$ cat src/sv/brlh_pkg.sv
// Shared types, constants and run arithmetic for the binary run-length histogram.
package brlh_pkg;

    localparam int NUM_BINS      = 72;
    localparam int BINS_PER_DIR  = 18;
    localparam int BINS_PER_VAL  = 9;
    localparam int NUM_DIRS      = 4;
    localparam int RUN_BITS      = 9;
    localparam int LEN_BITS      = 8;
    localparam logic [LEN_BITS-1:0] LEN_CAP = 8'd129;
    localparam int BIN_BITS      = 5;
    localparam int SEL_BITS      = 7;
    localparam int OUT_CNT_BITS  = 21;
    localparam int DIM_BITS      = 11;
    localparam int DIM_EXT_BITS  = 13;
    localparam int CFG_IDX_BITS  = 8;
    localparam int DEF_MAX_WIDTH  = 1024;
    localparam int DEF_MAX_HEIGHT = 1024;
    localparam int DEF_COUNT_BITS = 21;
    localparam int DIM_RESET      = 1024;
    localparam int FIFO_DEPTH     = 4;

    localparam logic [CFG_IDX_BITS-1:0] REG_WIDTH  = 8'd0;
    localparam logic [CFG_IDX_BITS-1:0] REG_HEIGHT = 8'd1;

    typedef enum logic [1:0] {
        OP_CLEAR = 2'd0,
        OP_PIXEL = 2'd1,
        OP_READ  = 2'd2,
        OP_NONE  = 2'd3
    } t_op;

    typedef struct packed {
        logic                vld;
        logic [BIN_BITS-1:0] bin;
    } t_run_evt;

    typedef struct packed {
        t_run_evt old_run;
        t_run_evt fin_run;
    } t_dir_evt;

    typedef t_dir_evt [NUM_DIRS-1:0] t_evt_set;

    typedef struct packed {
        logic [RUN_BITS-1:0] run;
        t_dir_evt            evt;
    } t_run_res;

    typedef struct packed {
        logic [SEL_BITS-1:0]     echo;
        logic [OUT_CNT_BITS-1:0] count;
    } t_result;

    // ceil(log2(len)), with every length above 128 in class 8.
    function automatic logic [3:0] len_class(input logic [LEN_BITS-1:0] len);
        logic [3:0] cls;
        cls = 4'd0;
        for (int i = 0; i < 8; i++) begin
            if (len > LEN_BITS'(1 << i)) cls = 4'(i + 1);
        end
        return cls;
    endfunction

    function automatic logic [BIN_BITS-1:0] run_bin(input logic [RUN_BITS-1:0] run);
        return BIN_BITS'(run[RUN_BITS-1] ? BINS_PER_VAL : 0)
             + BIN_BITS'(len_class(run[LEN_BITS-1:0]));
    endfunction

    // One step of a run: extend it or close it and open a new one.
    function automatic t_run_res run_step(input logic [RUN_BITS-1:0] prev,
                                          input logic has_prev,
                                          input logic v,
                                          input logic ends);
        t_run_res res;
        res = '0;
        if (has_prev && (prev[RUN_BITS-1] == v)) begin
            res.run = {prev[RUN_BITS-1],
                       (prev[LEN_BITS-1:0] < LEN_CAP) ? prev[LEN_BITS-1:0] + 8'd1
                                                      : prev[LEN_BITS-1:0]};
        end else begin
            res.evt.old_run.vld = has_prev;
            res.evt.old_run.bin = run_bin(prev);
            res.run = {v, 8'd1};
        end
        res.evt.fin_run.vld = ends;
        res.evt.fin_run.bin = run_bin(res.run);
        return res;
    endfunction

endpackage

$ cat src/sv/brlh_fifo.sv
// Small result queue that decouples counter reads from the output stream.
module brlh_fifo
    import brlh_pkg::*;
(
    input  logic    i_clk,
    input  logic    i_rst_n,
    input  logic    i_push,
    input  t_result i_data,
    input  logic    i_pop,
    output logic    o_vld,
    output t_result o_data,
    output logic [$clog2(FIFO_DEPTH+1)-1:0] o_count
);
    localparam int PW = $clog2(FIFO_DEPTH);
    localparam int CW = $clog2(FIFO_DEPTH+1);

    t_result       r_mem [FIFO_DEPTH];
    logic [PW-1:0] r_wr_ptr;
    logic [PW-1:0] r_rd_ptr;
    logic [CW-1:0] r_count;
    logic          pop;

    assign o_vld  = (r_count != '0);
    assign pop    = i_pop && o_vld;
    assign o_data = r_mem[r_rd_ptr];
    assign o_count = r_count;

    always_ff @(posedge i_clk) begin
        if (!i_rst_n) begin
            r_wr_ptr <= '0;
            r_rd_ptr <= '0;
            r_count  <= '0;
        end else begin
            if (i_push) r_wr_ptr <= r_wr_ptr + 1'b1;
            if (pop)    r_rd_ptr <= r_rd_ptr + 1'b1;
            r_count <= r_count + CW'(i_push) - CW'(pop);
        end
        if (i_push) r_mem[r_wr_ptr] <= i_data;
    end
endmodule

$ cat config.mk
export PLATFORM = sky130hd
export DESIGN_NAME = brlh_fifo
export DESIGN_NICKNAME = d
export VERILOG_FILES = /design/src/sv/brlh_pkg.sv /design/src/sv/brlh_fifo.sv
export SDC_FILE = /design/constraint.sdc
export NUM_CORES = 1
export LEC_CHECK = 0
export BUFFER_PORTS_ARGS = -buffer_cell sky130_fd_sc_hd__buf_2
export CORE_MARGIN = 4
export CORE_UTILIZATION = 45
export DETAILED_ROUTE_END_ITERATION = 10
export GPL_TIMING_DRIVEN = 0
export HOLD_SLACK_MARGIN = 0.02
export PLACE_DENSITY_LB_ADDON = 0.1
export RECOVER_POWER = 25
export REMOVE_ABC_BUFFERS = 1
export SETUP_SLACK_MARGIN = 0.1
export SLEW_MARGIN = 20
export SYNTH_ARGS = -nofsm -noshare
export SYNTH_HDL_FRONTEND = slang
export SYNTH_SLANG_ARGS = --single-unit
$ cat constraint.sdc
create_clock -name i_clk -period 2.4 [get_ports i_clk]
set_input_delay 0.24 -clock i_clk [delete_from_list [all_inputs] [get_ports i_clk]]
set_output_delay 0.24 -clock i_clk [all_outputs]
set_load 0.005 [all_outputs]
* Word-level counts from Yosys, hierarchy flattened
Memories as Yosys holds them, arrays and structs flattened. A register that Yosys moved wholly into a read port is not among the register bits.
Index checks and enable logic that the tools add are counted.
** Operators by class
- Add/sub/neg operators :: 4
- Muxes and demuxes :: 4
- Reductions and logical operators :: 2
** Operators with widths (count)
- 2-bit by 1-bit adder with 2-bit output, second input constant :: 2
- 2-bit two-way mux :: 2
- 3-bit by 1-bit adder with 3-bit output :: 1
- 3-bit nonzero test :: 1
- 3-bit by 1-bit subtractor with 3-bit output :: 1
- 1-bit two-way mux :: 2
- 1-bit logical AND :: 1
** Word-level totals
- Bits in writable memories :: 112
- Memories kept :: 1
- Output and inout bits :: 32
- Flip-flop bits (word level) :: 7
- Logic and storage cells :: 14
** Memory list
- r_mem :: depth 4, width 28, rd ports 1, clocked after Yosys merged registers in 1, wr ports 1, line brlh_fifo.sv:17 : t_result r_mem [FIFO_DEPTH];

* Longest topological paths before layout
- Word-level depth :: 4
- Gate-level depth with buffers :: 7

* Worst setup path after synthesis
Ideal clock, no wire load.
- Path kind :: reg2reg
- Start :: register r_count[1], in the netlist o_count[1]
- End :: register r_count[2], in the netlist o_count[2]
- Arrival time :: 1.836 ns
- Path slack :: 0.450 ns
- Required time :: 2.285 ns
- Clock period less this slack :: 1.950 ns
- Cell stages (with the launch flop) :: 8
- Setup time :: 0.115 ns
- Cells stage by stage :: dfxtp_1 > o31a_1 > ha_1 > inv_1 > ha_1 > fa_1 > xnor3_1 > and2_1
** Between the ends
- Word-level cells in the longest chain between the ends :: 3
** RTL lines
- start, declared :: line brlh_fifo.sv:20 : logic [CW-1:0] r_count;
- start signal, assigned :: line brlh_fifo.sv:36 : r_count <= r_count + CW'(i_push) - CW'(pop);
- 3-bit nonzero test :: line brlh_fifo.sv:23 : assign o_vld = (r_count != '0);
- 1-bit logical AND :: line brlh_fifo.sv:24 : assign pop = i_pop && o_vld;
- via pop :: line brlh_fifo.sv:21 : logic pop;
- 3-bit by 1-bit subtractor with 3-bit output :: line brlh_fifo.sv:36
The timed path passes the listed nets, and every way through them passes these cells.
A chain may end at the register's enable or synchronous reset.

==> impl_summary.md <==
Status
The flow ran to the end, and the final reports show no timing, DRC or antenna violations.

STA
The relative max-transition margin is 65.3%. The clock period minus final worst setup slack is 2.08 ns. The worst-margin pin slew is 0.513 ns.

The count of endpoints failing setup in the final report is 0. The count of final hold-check violations is 0. The final max-slew violation count came to 0. The worst hold margin is 0.0617 ns. Setup repair after global routing left no endpoint under its margin. Of the available clock period, the critical path in the final layout requires 86.6%.

Static timing analysis puts the maximum clock frequency at 0.481 GHz. For the final database, setup skew stands at 0.0138 ns. For the final routed database, the setup TNS stands at 0 ns.

The worst path meets setup with 0.323 ns of slack.

Global routing
For met2 alone, demand over resource in global routing was 21.7%. After global routing the overflow that remains totals 0. The via count of the first global-routing pass came to 2287.

The largest net degree at the start of global routing is 27. The global-route wire length before repair is 11900 um. The global routing stage identified its most utilized layer as met2. The met3 capacity usage during global routing is 4.97%. The number of antenna violations at the first check in global routing is 0.

The global routing usage on met1 is 18.4%. The overall fraction of global-route tracks in use is 13.9%.

Critical path
The critical path goes through buf_16, mux4_1, buf_2. The worst setup path is launched from a register. The required arrival time at the worst endpoint is 2.16 ns. The maximum fanout along the worst path is 13.

The worst register-to-register path has a setup slack of 0.34 ns. For this design, the slowest cell found on the critical path is sky130_fd_sc_hd__mux4_1. The data arrival at the endpoint of the critical path is 1.84 ns. The largest incremental delay on the critical path is 0.56 ns. The category of the worst setup path capture point is an output pin. The worst setup path is of the reg -> out kind.

Placement
Summing all placed instances gives a cell area of 5140 um^2. The half-perimeter wire length after placement is 4760 um. The count of buffers added on input and output ports is 63. The count of placed standard cells including taps is 386. The final weighted congestion in routability-driven placement is 0.683. The setup slack at placement is 0.344 ns.

Floorplanning
After floorplanning, the core was divided into 36 placement rows. The die covers 11800 um^2. Pin placement for this block handled 64 I/O pins.

The total area inside the core boundary comes to 9820 um^2. The horizontal die dimension is 109 um. The die extent in y is 109 um. The initial core utilization is 46.4%.

Clock tree
The clock latency of the later-clocked register in the worst-skew pair is 0.50 ns. The maximum buffer depth of the clock tree is 2. CTS saw 121 sinks. The TritonCTS buffer count is 17. The clock transition at the registers of the reported paths is 0.06 ns.

The clock tree root driver cell is sky130_fd_sc_hd__clkbuf_8. The clock tree from TritonCTS is done. CTS built an H-tree with a depth of 4.

Finish
At the end of the flow the core is filled with cells to 61.9%. The count of non-filler cells in the finished layout is 452. From synthesis to final layout, the design area changed by 33.2%. The share of cells above drive strength 1 is 36.1%.

0 antenna diodes ended up in the layout. Summing all non-filler instances in the final layout gives an area of 6070 um^2. For this run, the post-layout net count is 345.

Synthesis
The largest total area in the synthesized netlist belongs to sky130_fd_sc_hd__edfxtp_1. For this run, asynchronously set or reset flops after synthesis account for 0%. The Yosys warning count is 0. Counting flops and latches in the post-synthesis netlist gives 121.

The cell count after synthesis came out at 190. After synthesis the cells add up to 4560 um^2. After synthesis, the mean cell area works out to 24.0 um^2. In this run, synthesis inferred 112 flip-flops with an integrated enable. After synthesis, the cell types taking the most area are sky130_fd_sc_hd__edfxtp_1 74%, sky130_fd_sc_hd__mux4_2 9.9%, sky130_fd_sc_hd__mux4_1 4.6%, sky130_fd_sc_hd__dfxtp_1 4.0%, sky130_fd_sc_hd__ha_1 1.6%. The most used standard cell by instance count after synthesis is sky130_fd_sc_hd__edfxtp_1.

The count of cell types in the netlist is 20. After synthesis, flip-flops and latches occupy 77.7% of the total area. The most used flip-flop cell after synthesis is sky130_fd_sc_hd__edfxtp_1. By count the netlist is led by 112 x sky130_fd_sc_hd__edfxtp_1, 20 x sky130_fd_sc_hd__mux4_2, 9 x sky130_fd_sc_hd__dfxtp_1. The share of synthesized area in the top cell type comes to 73.8%.

Power
The leakage power figure is 2.15 nW. The maximum resistive drop on vdd is 0.536 mV. The post-route total power is 6.12 mW. The power per cell area is 1010 nW/um^2.

Min path
The min-delay analysis places its worst path in the category in -> reg.

Routing
The detailed-router iteration count before antenna repair is 4. The post-detailed-route wirelength per cell is 17.0 um. The antenna violation net count after detailed routing is 0. The DRC violation count after routing is 0. The number of design-rule violations left by the first detailed-router iteration is 77.

After detailed routing, the total wire length is 7700 um. Using the TritonRoute via totals, the vias-per-cell ratio works out to 4.89. The via count is 2209.

Run
The max-capacitance violation count is 0.
-- flip-flops by register name, summed over array words and instances, names as in the netlist, named ones only --
| signal | count |
|---|---|
| o_count | 3 |
| r_mem | 112 |
| r_rd_ptr | 2 |
| r_wr_ptr | 2 |
-- critical path, delay by kind of cell (launching register included) --
family | cells | cell delay [ns]
muxes | 1 | 0.56
buffers and inverters | 2 | 0.33
DFF | 1 | 0.45
-- cells in the final DEF (no fill, tap or decap), drive strengths merged --
cell,Yosys,routed
dfxtp,9,9
clkbuf,0,35
buf,6,58
ha,6,6
or3,1,1
o31a,1,1
xor2,1,1
nand2b,2,2
nand2,2,2
fa,1,1
and2,8,8
clkinv,0,5
edfxtp,112,112
bufinv,0,4
clkinvlp,0,3
inv,6,8
nor2b,1,1
xnor3,1,1
dlygate4sd3,0,28
o311ai,1,1
mux4,28,28
mux2i,4,4
-- cell families after synthesis --
| kind of cell | Yosys count | share of synthesized area [%] |
|---|---|---|
| AND/OR/NAND/NOR | 14 | 1.81 |
| multiplexers | 32 | 15.4 |
| buffers and inverters | 12 | 1.95 |
| AO/OA/AOI/OAI | 2 | 0.384 |
| adder cells (fa/ha/maj) | 7 | 2.09 |
| flip-flops | 121 | 77.7 |
| XOR/XNOR | 2 | 0.686 |
-- layer usage --
metal | share of wire (%) | up-vias
met4 | 0 | 0
met1 | 45 | 1128
met3 | 4.2 | 0
met5 | 0 | -
li1 | - | 1030
met2 | 51 | 51
-- timing repair --
action                                  CTS  global route
endpoints found under the setup margin   19             2
hold buffers                             28             0
hold endpoints to repair                112             0
gates resized for setup                   1             0
setup buffers                             0             6
-- final timing paths --
path                    start     endpoint  cells after the start
setup reg to reg   o_count[1]   o_count[2]                      7
hold reg to reg   r_rd_ptr[0]     register                      2
setup / recovery     register    o_data[4]                      3
hold / removal        i_rst_n  r_wr_ptr[0]                      2
-- final cells by class --
class                   instances  area, um^2
clock inverters                14         196
clock buffers                  18         418
inverters                       6        22.5
flip-flops and latches        121        3550
fillers                       749        3750
repair buffers                103         790
multi-input cells              57         932
well taps                     133         166
-- report_power, final --
group          switching, mW  internal (mW)
logic                  0.401          0.618
clock network          0.883           1.69
registers             0.0819           2.45
total                   1.37           4.76
No activity file was read; power rests on OpenSTA's default activity.
