`src/sv/brlh_pkg.sv`:
```
// Shared types, constants and run arithmetic for the binary run-length histogram.
package brlh_pkg;

    localparam int NUM_BINS      = 72;
    localparam int BINS_PER_DIR  = 18;
    localparam int BINS_PER_VAL  = 9;
    localparam int NUM_DIRS      = 4;
    localparam int RUN_BITS      = 9;
    localparam int LEN_BITS      = 8;
    localparam logic [LEN_BITS-1:0] LEN_CAP = 8'd129;
    localparam int BIN_BITS      = 5;
    localparam int SEL_BITS      = 7;
    localparam int OUT_CNT_BITS  = 21;
    localparam int DIM_BITS      = 11;
    localparam int DIM_EXT_BITS  = 13;
    localparam int CFG_IDX_BITS  = 8;
    localparam int DEF_MAX_WIDTH  = 1024;
    localparam int DEF_MAX_HEIGHT = 1024;
    localparam int DEF_COUNT_BITS = 21;
    localparam int DIM_RESET      = 1024;
    localparam int FIFO_DEPTH     = 4;

    localparam logic [CFG_IDX_BITS-1:0] REG_WIDTH  = 8'd0;
    localparam logic [CFG_IDX_BITS-1:0] REG_HEIGHT = 8'd1;

    typedef enum logic [1:0] {
        OP_CLEAR = 2'd0,
        OP_PIXEL = 2'd1,
        OP_READ  = 2'd2,
        OP_NONE  = 2'd3
    } t_op;

    typedef struct packed {
        logic                vld;
        logic [BIN_BITS-1:0] bin;
    } t_run_evt;

    typedef struct packed {
        t_run_evt old_run;
        t_run_evt fin_run;
    } t_dir_evt;

    typedef t_dir_evt [NUM_DIRS-1:0] t_evt_set;

    typedef struct packed {
        logic [RUN_BITS-1:0] run;
        t_dir_evt            evt;
    } t_run_res;

    typedef struct packed {
        logic [SEL_BITS-1:0]     echo;
        logic [OUT_CNT_BITS-1:0] count;
    } t_result;

    // ceil(log2(len)), with every length above 128 in class 8.
    function automatic logic [3:0] len_class(input logic [LEN_BITS-1:0] len);
        logic [3:0] cls;
        cls = 4'd0;
        for (int i = 0; i < 8; i++) begin
            if (len > LEN_BITS'(1 << i)) cls = 4'(i + 1);
        end
        return cls;
    endfunction

    function automatic logic [BIN_BITS-1:0] run_bin(input logic [RUN_BITS-1:0] run);
        return BIN_BITS'(run[RUN_BITS-1] ? BINS_PER_VAL : 0)
             + BIN_BITS'(len_class(run[LEN_BITS-1:0]));
    endfunction

    // One step of a run: extend it or close it and open a new one.
    function automatic t_run_res run_step(input logic [RUN_BITS-1:0] prev,
                                          input logic has_prev,
                                          input logic v,
                                          input logic ends);
        t_run_res res;
        res = '0;
        if (has_prev && (prev[RUN_BITS-1] == v)) begin
            res.run = {prev[RUN_BITS-1],
                       (prev[LEN_BITS-1:0] < LEN_CAP) ? prev[LEN_BITS-1:0] + 8'd1
                                                      : prev[LEN_BITS-1:0]};
        end else begin
            res.evt.old_run.vld = has_prev;
            res.evt.old_run.bin = run_bin(prev);
            res.run = {v, 8'd1};
        end
        res.evt.fin_run.vld = ends;
        res.evt.fin_run.bin = run_bin(res.run);
        return res;
    endfunction

endpackage

```
`src/sv/brlh_hist.sv`:
```
// Bank of 72 saturating run counters with clear, update and counter read.
module brlh_hist
    import brlh_pkg::*;
#(
    parameter int COUNT_BITS = DEF_COUNT_BITS
) (
    input  logic                i_clk,
    input  logic                i_rst_n,
    input  logic                i_vld,
    input  t_op                 i_op,
    input  t_evt_set            i_evt,
    input  logic [SEL_BITS-1:0] i_sel,
    output logic                o_push,
    output t_result             o_result
);
    localparam logic [COUNT_BITS:0] CNT_MAX = {1'b0, {COUNT_BITS{1'b1}}};

    logic [COUNT_BITS-1:0] r_hist [NUM_BINS];
    logic [COUNT_BITS-1:0] n_hist [NUM_BINS];
    logic [31:0]           sel_count;

    always_comb begin
        for (int k = 0; k < NUM_BINS; k++) begin
            logic [COUNT_BITS:0] sum;
            sum = {1'b0, r_hist[k]}
                + (COUNT_BITS+1)'(i_evt[k / BINS_PER_DIR].old_run.vld
                    && i_evt[k / BINS_PER_DIR].old_run.bin == BIN_BITS'(k % BINS_PER_DIR))
                + (COUNT_BITS+1)'(i_evt[k / BINS_PER_DIR].fin_run.vld
                    && i_evt[k / BINS_PER_DIR].fin_run.bin == BIN_BITS'(k % BINS_PER_DIR));
            n_hist[k] = r_hist[k];
            if (i_vld && i_op == OP_CLEAR) begin
                n_hist[k] = '0;
            end else if (i_vld && i_op == OP_PIXEL) begin
                n_hist[k] = (sum > CNT_MAX) ? CNT_MAX[COUNT_BITS-1:0] : sum[COUNT_BITS-1:0];
            end
        end
    end

    always_ff @(posedge i_clk) begin
        if (!i_rst_n) begin
            for (int k = 0; k < NUM_BINS; k++) r_hist[k] <= '0;
        end else begin
            for (int k = 0; k < NUM_BINS; k++) r_hist[k] <= n_hist[k];
        end
    end

    // Selects beyond the last counter read as zero.
    assign sel_count = (i_sel < SEL_BITS'(NUM_BINS)) ? 32'(r_hist[i_sel]) : 32'd0;
    assign o_push         = i_vld && (i_op == OP_READ);
    assign o_result.echo  = i_sel;
    assign o_result.count = sel_count[OUT_CNT_BITS-1:0];
endmodule

```
`config.mk`:
```
export PLATFORM = sky130hd
export DESIGN_NAME = brlh_hist
export DESIGN_NICKNAME = d
export VERILOG_FILES = /design/src/sv/brlh_pkg.sv /design/src/sv/brlh_hist.sv
export SDC_FILE = /design/constraint.sdc
export NUM_CORES = 2
export LEC_CHECK = 0
export ABC_AREA = 0
export CAP_MARGIN = 40
export CORE_UTILIZATION = 45
export CTS_CLUSTER_DIAMETER = 30
export DETAILED_ROUTE_END_ITERATION = 8
export DONT_BUFFER_PORTS = 1
export PLACE_DENSITY = 0.68
export SYNTH_ARGS = -nofsm -noshare
export SYNTH_HDL_FRONTEND = slang
export SYNTH_SLANG_ARGS = --single-unit
```
`constraint.sdc`:
```
create_clock -name i_clk -period 5.3 [get_ports i_clk]
set_clock_uncertainty 0.1 [all_clocks]
set_input_delay 0 -clock i_clk [delete_from_list [all_inputs] [get_ports i_clk]]
set_output_delay 0 -clock i_clk [all_outputs]
set_load 0.1 [all_outputs]
```
* Word-level counts from Yosys, hierarchy flattened
Memories as Yosys holds them, arrays and structs flattened.
Cells that the tools add are included.
** Storage, ports and cells
- Register bits after elaboration :: 0
- Bits in writable memories :: 1512
- Output and inout bits :: 29
- Memories :: 1
** Memories
- r_hist :: depth 72, width 21, rd ports 73, clocked after Yosys merged registers in 0, wr ports 72, line brlh_hist.sv:18 : logic [COUNT_BITS-1:0] r_hist [NUM_BINS];
** Operators by class
- $add $sub $neg :: 144
- Magnitude comparators :: 73
- Equality and inequality tests :: 138
- Multiplexer cells :: 291
- Bitwise gates (word level) :: 72
- Reduce and logical (&&, ||, !) cells :: 156
** Operators with widths (number)
- $mux W21 :: 289
- $add A21 B1 Y22 :: 72
- $add A22 B1 Y22 :: 72
- $gt A22 B21 Y1 const B :: 72
- $eq A5 B4 Y1 const B :: 64
- $eq A5 B3 Y1 const B :: 32
- $logic_and A1 B1 Y1 :: 147
- $eq A5 B2 Y1 const B :: 16
- $eq A5 B5 Y1 const B :: 16
- $or A1 B1 Y1 :: 72
- $eq A5 B1 Y1 const B :: 8
- $logic_not A5 Y1 :: 8
- $lt A7 B7 Y1 const B :: 1
- $eq A2 B1 Y1 const B :: 1
- $eq A2 B2 Y1 const B :: 1
- $logic_not A2 Y1 :: 1
- $mux W1 :: 2

* Longest topological paths before layout
- Depth in word-level cells :: 9
- Gate-level depth with buffers :: 12

* Worst setup path after synthesis
Ideal clock, no wire load.
- Path type :: input to output
- Start :: input i_sel[0]
- End :: output o_result[1] (netlist name)
- Data arrival time :: 3.784 ns
- Data required time :: 5.200 ns
- Path slack :: 1.416 ns
- Stages :: 10
- Path buffers :: 5
- Cells stage by stage :: buf_4 buf_8 buf_6 buf_6 buf_6 mux2i_1 a221o_1 o21ai_0 a31oi_1 a221oi_1
** RTL lines
- start, declared :: line brlh_hist.sv:12 : input logic [SEL_BITS-1:0] i_sel,
- end, declared :: line brlh_hist.sv:14 : output t_result o_result

==> flow_metrics.env <==
export IMPL_status="finished, violations left"
export IMPL_failed_checks="DRC"
export IMPL_yosysSeqAreaShare=0.3548
export IMPL_cts_htree_levels=5
export IMPL_antenna_left=0
export IMPL_wirelength_mm=302.1
export IMPL_fp_dieH_um=437.4
export IMPL_leakagePower_nw=34.19
export IMPL_rsz0062_at_grt="false"
export IMPL_nFillCells=16170
export IMPL_clkTransAtPathRegs_ns=0.04
export IMPL_syn2layout_area_growth_pct=20.36
export IMPL_synth_seq_cells=1512
export IMPL_power_density_nw_per_um2=364.4
export IMPL_cp_required_ns=6.03
export IMPL_dieArea_um2=191300
export IMPL_drtPass1Iterations=9
export IMPL_place_gp_congestion=1.000
export IMPL_syn_inst=9516
export IMPL_portBuffers=0
export IMPL_root_buffer="clkbuf_16"
export IMPL_tightestPinTransition_ns=1.194
export IMPL_wl_per_cell_um=24.35
export IMPL_synthTopCellsByArea="dfxtp_1, mux4_2, a21oi_1, xnor2_1, xor2_1"
export IMPL_clockBufferDepth=4
export IMPL_seq_area_um2=30270
export IMPL_arrival_ns=4.98
export IMPL_drive_gt1_frac=0.1307
export IMPL_initial_core_util=0.4538
export IMPL_dpl_hpwl_mm=208.4
export IMPL_layout_commonest_cell="dfxtp_1"
export IMPL_power_total_w=0.03741
export IMPL_min_period_ns=4.245
export IMPL_fmax_mhz=235.6
export IMPL_io_pins=89
export IMPL_netlist_top_cell_by_area="dfxtp_1"
export IMPL_row_count=159
export IMPL_endpoint_kind="register"
export IMPL_synthDistinctLibCells=88
export IMPL_grt_pass1_wl_mm=454.8
export IMPL_setup_viol=0
export IMPL_largest_reg_flops=1512
export IMPL_cts_tree="done"
export IMPL_netlist_area_um2=85310
export IMPL_vias=79300
export IMPL_largest_register="r_hist"
export IMPL_drc=2
export IMPL_antenna_found_initial=18
export IMPL_drv_cap=0
export IMPL_ir_worst_vdd_mv=0.4067
export IMPL_synth_edf_count=0
export IMPL_clock_sinks=1512
export IMPL_async_reset_ff_frac=0
export IMPL_drt_initial_drc_count=9608
export IMPL_largest_registers="r_hist x1512"
export IMPL_startpoint_type="input port"
export IMPL_finalHoldViolCount=0
export IMPL_grt_max_degree=378
export IMPL_clk_insertion_delay_late_ns=1.00
export IMPL_die_x_um=437.4
export IMPL_grt_pass1_vias=74560
export IMPL_fin_setup_tns_ns=0
export IMPL_worstSetupPathType="input port to register"
export IMPL_period_share=0.8010
export IMPL_synthFlopType="dfxtp_1"
export IMPL_slew_headroom=0.2038
export IMPL_fin_nets=9797
export IMPL_slew_violations=0
export IMPL_hold_class="input port to register"
export IMPL_post_drt_via_cell_ratio=6.391
export IMPL_syn_avg_cell_area_um2=8.965
export IMPL_yosys_warnings=0
export IMPL_cts_made_buffers=395
export IMPL_core_area_um2=188000
export IMPL_grt_usage=0.3047
export IMPL_mostFrequentLayoutCells="dfxtp_1, a21oi_1, nand2_1"
export IMPL_syn_nets=9720
export IMPL_cts_setup_buffers=0
export IMPL_grt_ovfl_total=0
export IMPL_cp_max_fo=16
export IMPL_synth_top_area_share=0.3548
export IMPL_multi_input_area_um2=51750
## area by class of cell
| type | instances | share of cell area |
|---|---|---|
| Tap cell | 2495 | 0.03040 |
| Timing Repair Buffer | 244 | 0.02821 |
| Clock inverter | 176 | 0.02397 |
| Sequential cell | 1512 | 0.2948 |
| Antenna cell | 15 | 0.0003656 |
| Clock buffer | 527 | 0.1096 |
| Inverter | 235 | 0.008603 |
| Multi-Input combinational cell | 7205 | 0.5040 |
## Yosys cell counts (all sizes together), types with 163 or more instances
master  number
mux4       386
xor2       394
nor3       481
clkbuf     356
o21ai      163
nand3      475
nand4      388
and3       264
inv        235
a21oi     1129
buf        208
xnor2      524
nor2       610
nand2      749
a31oi      197
dfxtp     1512
and4       174
## stage by stage
step,utilization,hold slack (ns),instance area [um2],worst slack [ns],cells
floorplan,-,0.1115,85310,1.416,9516
CTS,0.5457,0.005883,102600,1.109,12390
finish,0.5462,0.06591,102700,1.055,12410
detailed placement,0.4641,-0.09897,87250,1.894,11530
global route,0.5460,0.06046,102700,0.8078,12400
global placement,0.4624,-0.09897,86930,1.881,11520
## metal layers
metal | track usage | vias up | part of all wire
met5 | 0.002772 | - | 0.00042
li1 | - | 35740 | -
met2 | 0.4709 | 4043 | 0.45
met1 | 0.3677 | 38630 | 0.37
met3 | 0.07473 | 877 | 0.095
met4 | 0.2245 | 10 | 0.080
## logic make-up (layout without fill, tap and decap cells)
group                      after synthesis  in the layout  synth area share
DFF                                   1512           1512            0.3548
xor gates and xnor gates               918            918           0.09425
muxes                                  533            533            0.1195
adders and majority gates              144            144           0.02746
and+or+nand+nor                       3694           3694            0.2305
buffers and inverters                  799           1182           0.04035
AOI/OAI and AO/OA                     1916           1916            0.1331
other                                    0             15                 0
## power breakdown
group / switching, W / internal (W) / leakage, nW
logic: 0.000815 / 0.000422 / 15.3
registers: 0.0000474 / 0.0114 / 12.2
clock network: 0.00728 / 0.0174 / 6.74
total: 0.00815 / 0.0293 / 34.2
## final timing paths
| check | slack, ns | from | endpoint | depth (start not counted) |
|---|---|---|---|---|
| setup / recovery | 1.05 | i_evt[26] | r_hist[36][18]$_SDFFE_PP0P_ | 12 |
| hold / removal | 0.07 | i_evt[28] | r_hist[39][0]$_SDFFE_PP0P_ | 4 |
| hold reg to reg | 0.37 | r_hist[24][4]$_SDFFE_PP0P_ | r_hist[24][4]$_SDFFE_PP0P_ | 2 |
| setup reg to reg | 1.64 | r_hist[16][0]$_SDFFE_PP0P_ | r_hist[16][19]$_SDFFE_PP0P_ | 9 |
## critical path, cell delays in order
cell and delay, ns:
dlygate4sd3_1 0.62, nor2_1 0.11, dlygate4sd3_1 0.64, nand2b_1 0.08, dlygate4sd3_1 0.58, fa_1 0.43
dlygate4sd3_1 0.58, nand3b_1 0.23, or4_1 0.58, or3_1 0.62, and2_0 0.27, a311oi_1 0.24
## what timing repair did
action,4_1_cts,5_1_grt
hold buffers,155,0
gates resized for setup,0,0
endpoints found under the hold margin,1460,0
Note: power is estimated with default switching activity, not from simulation.
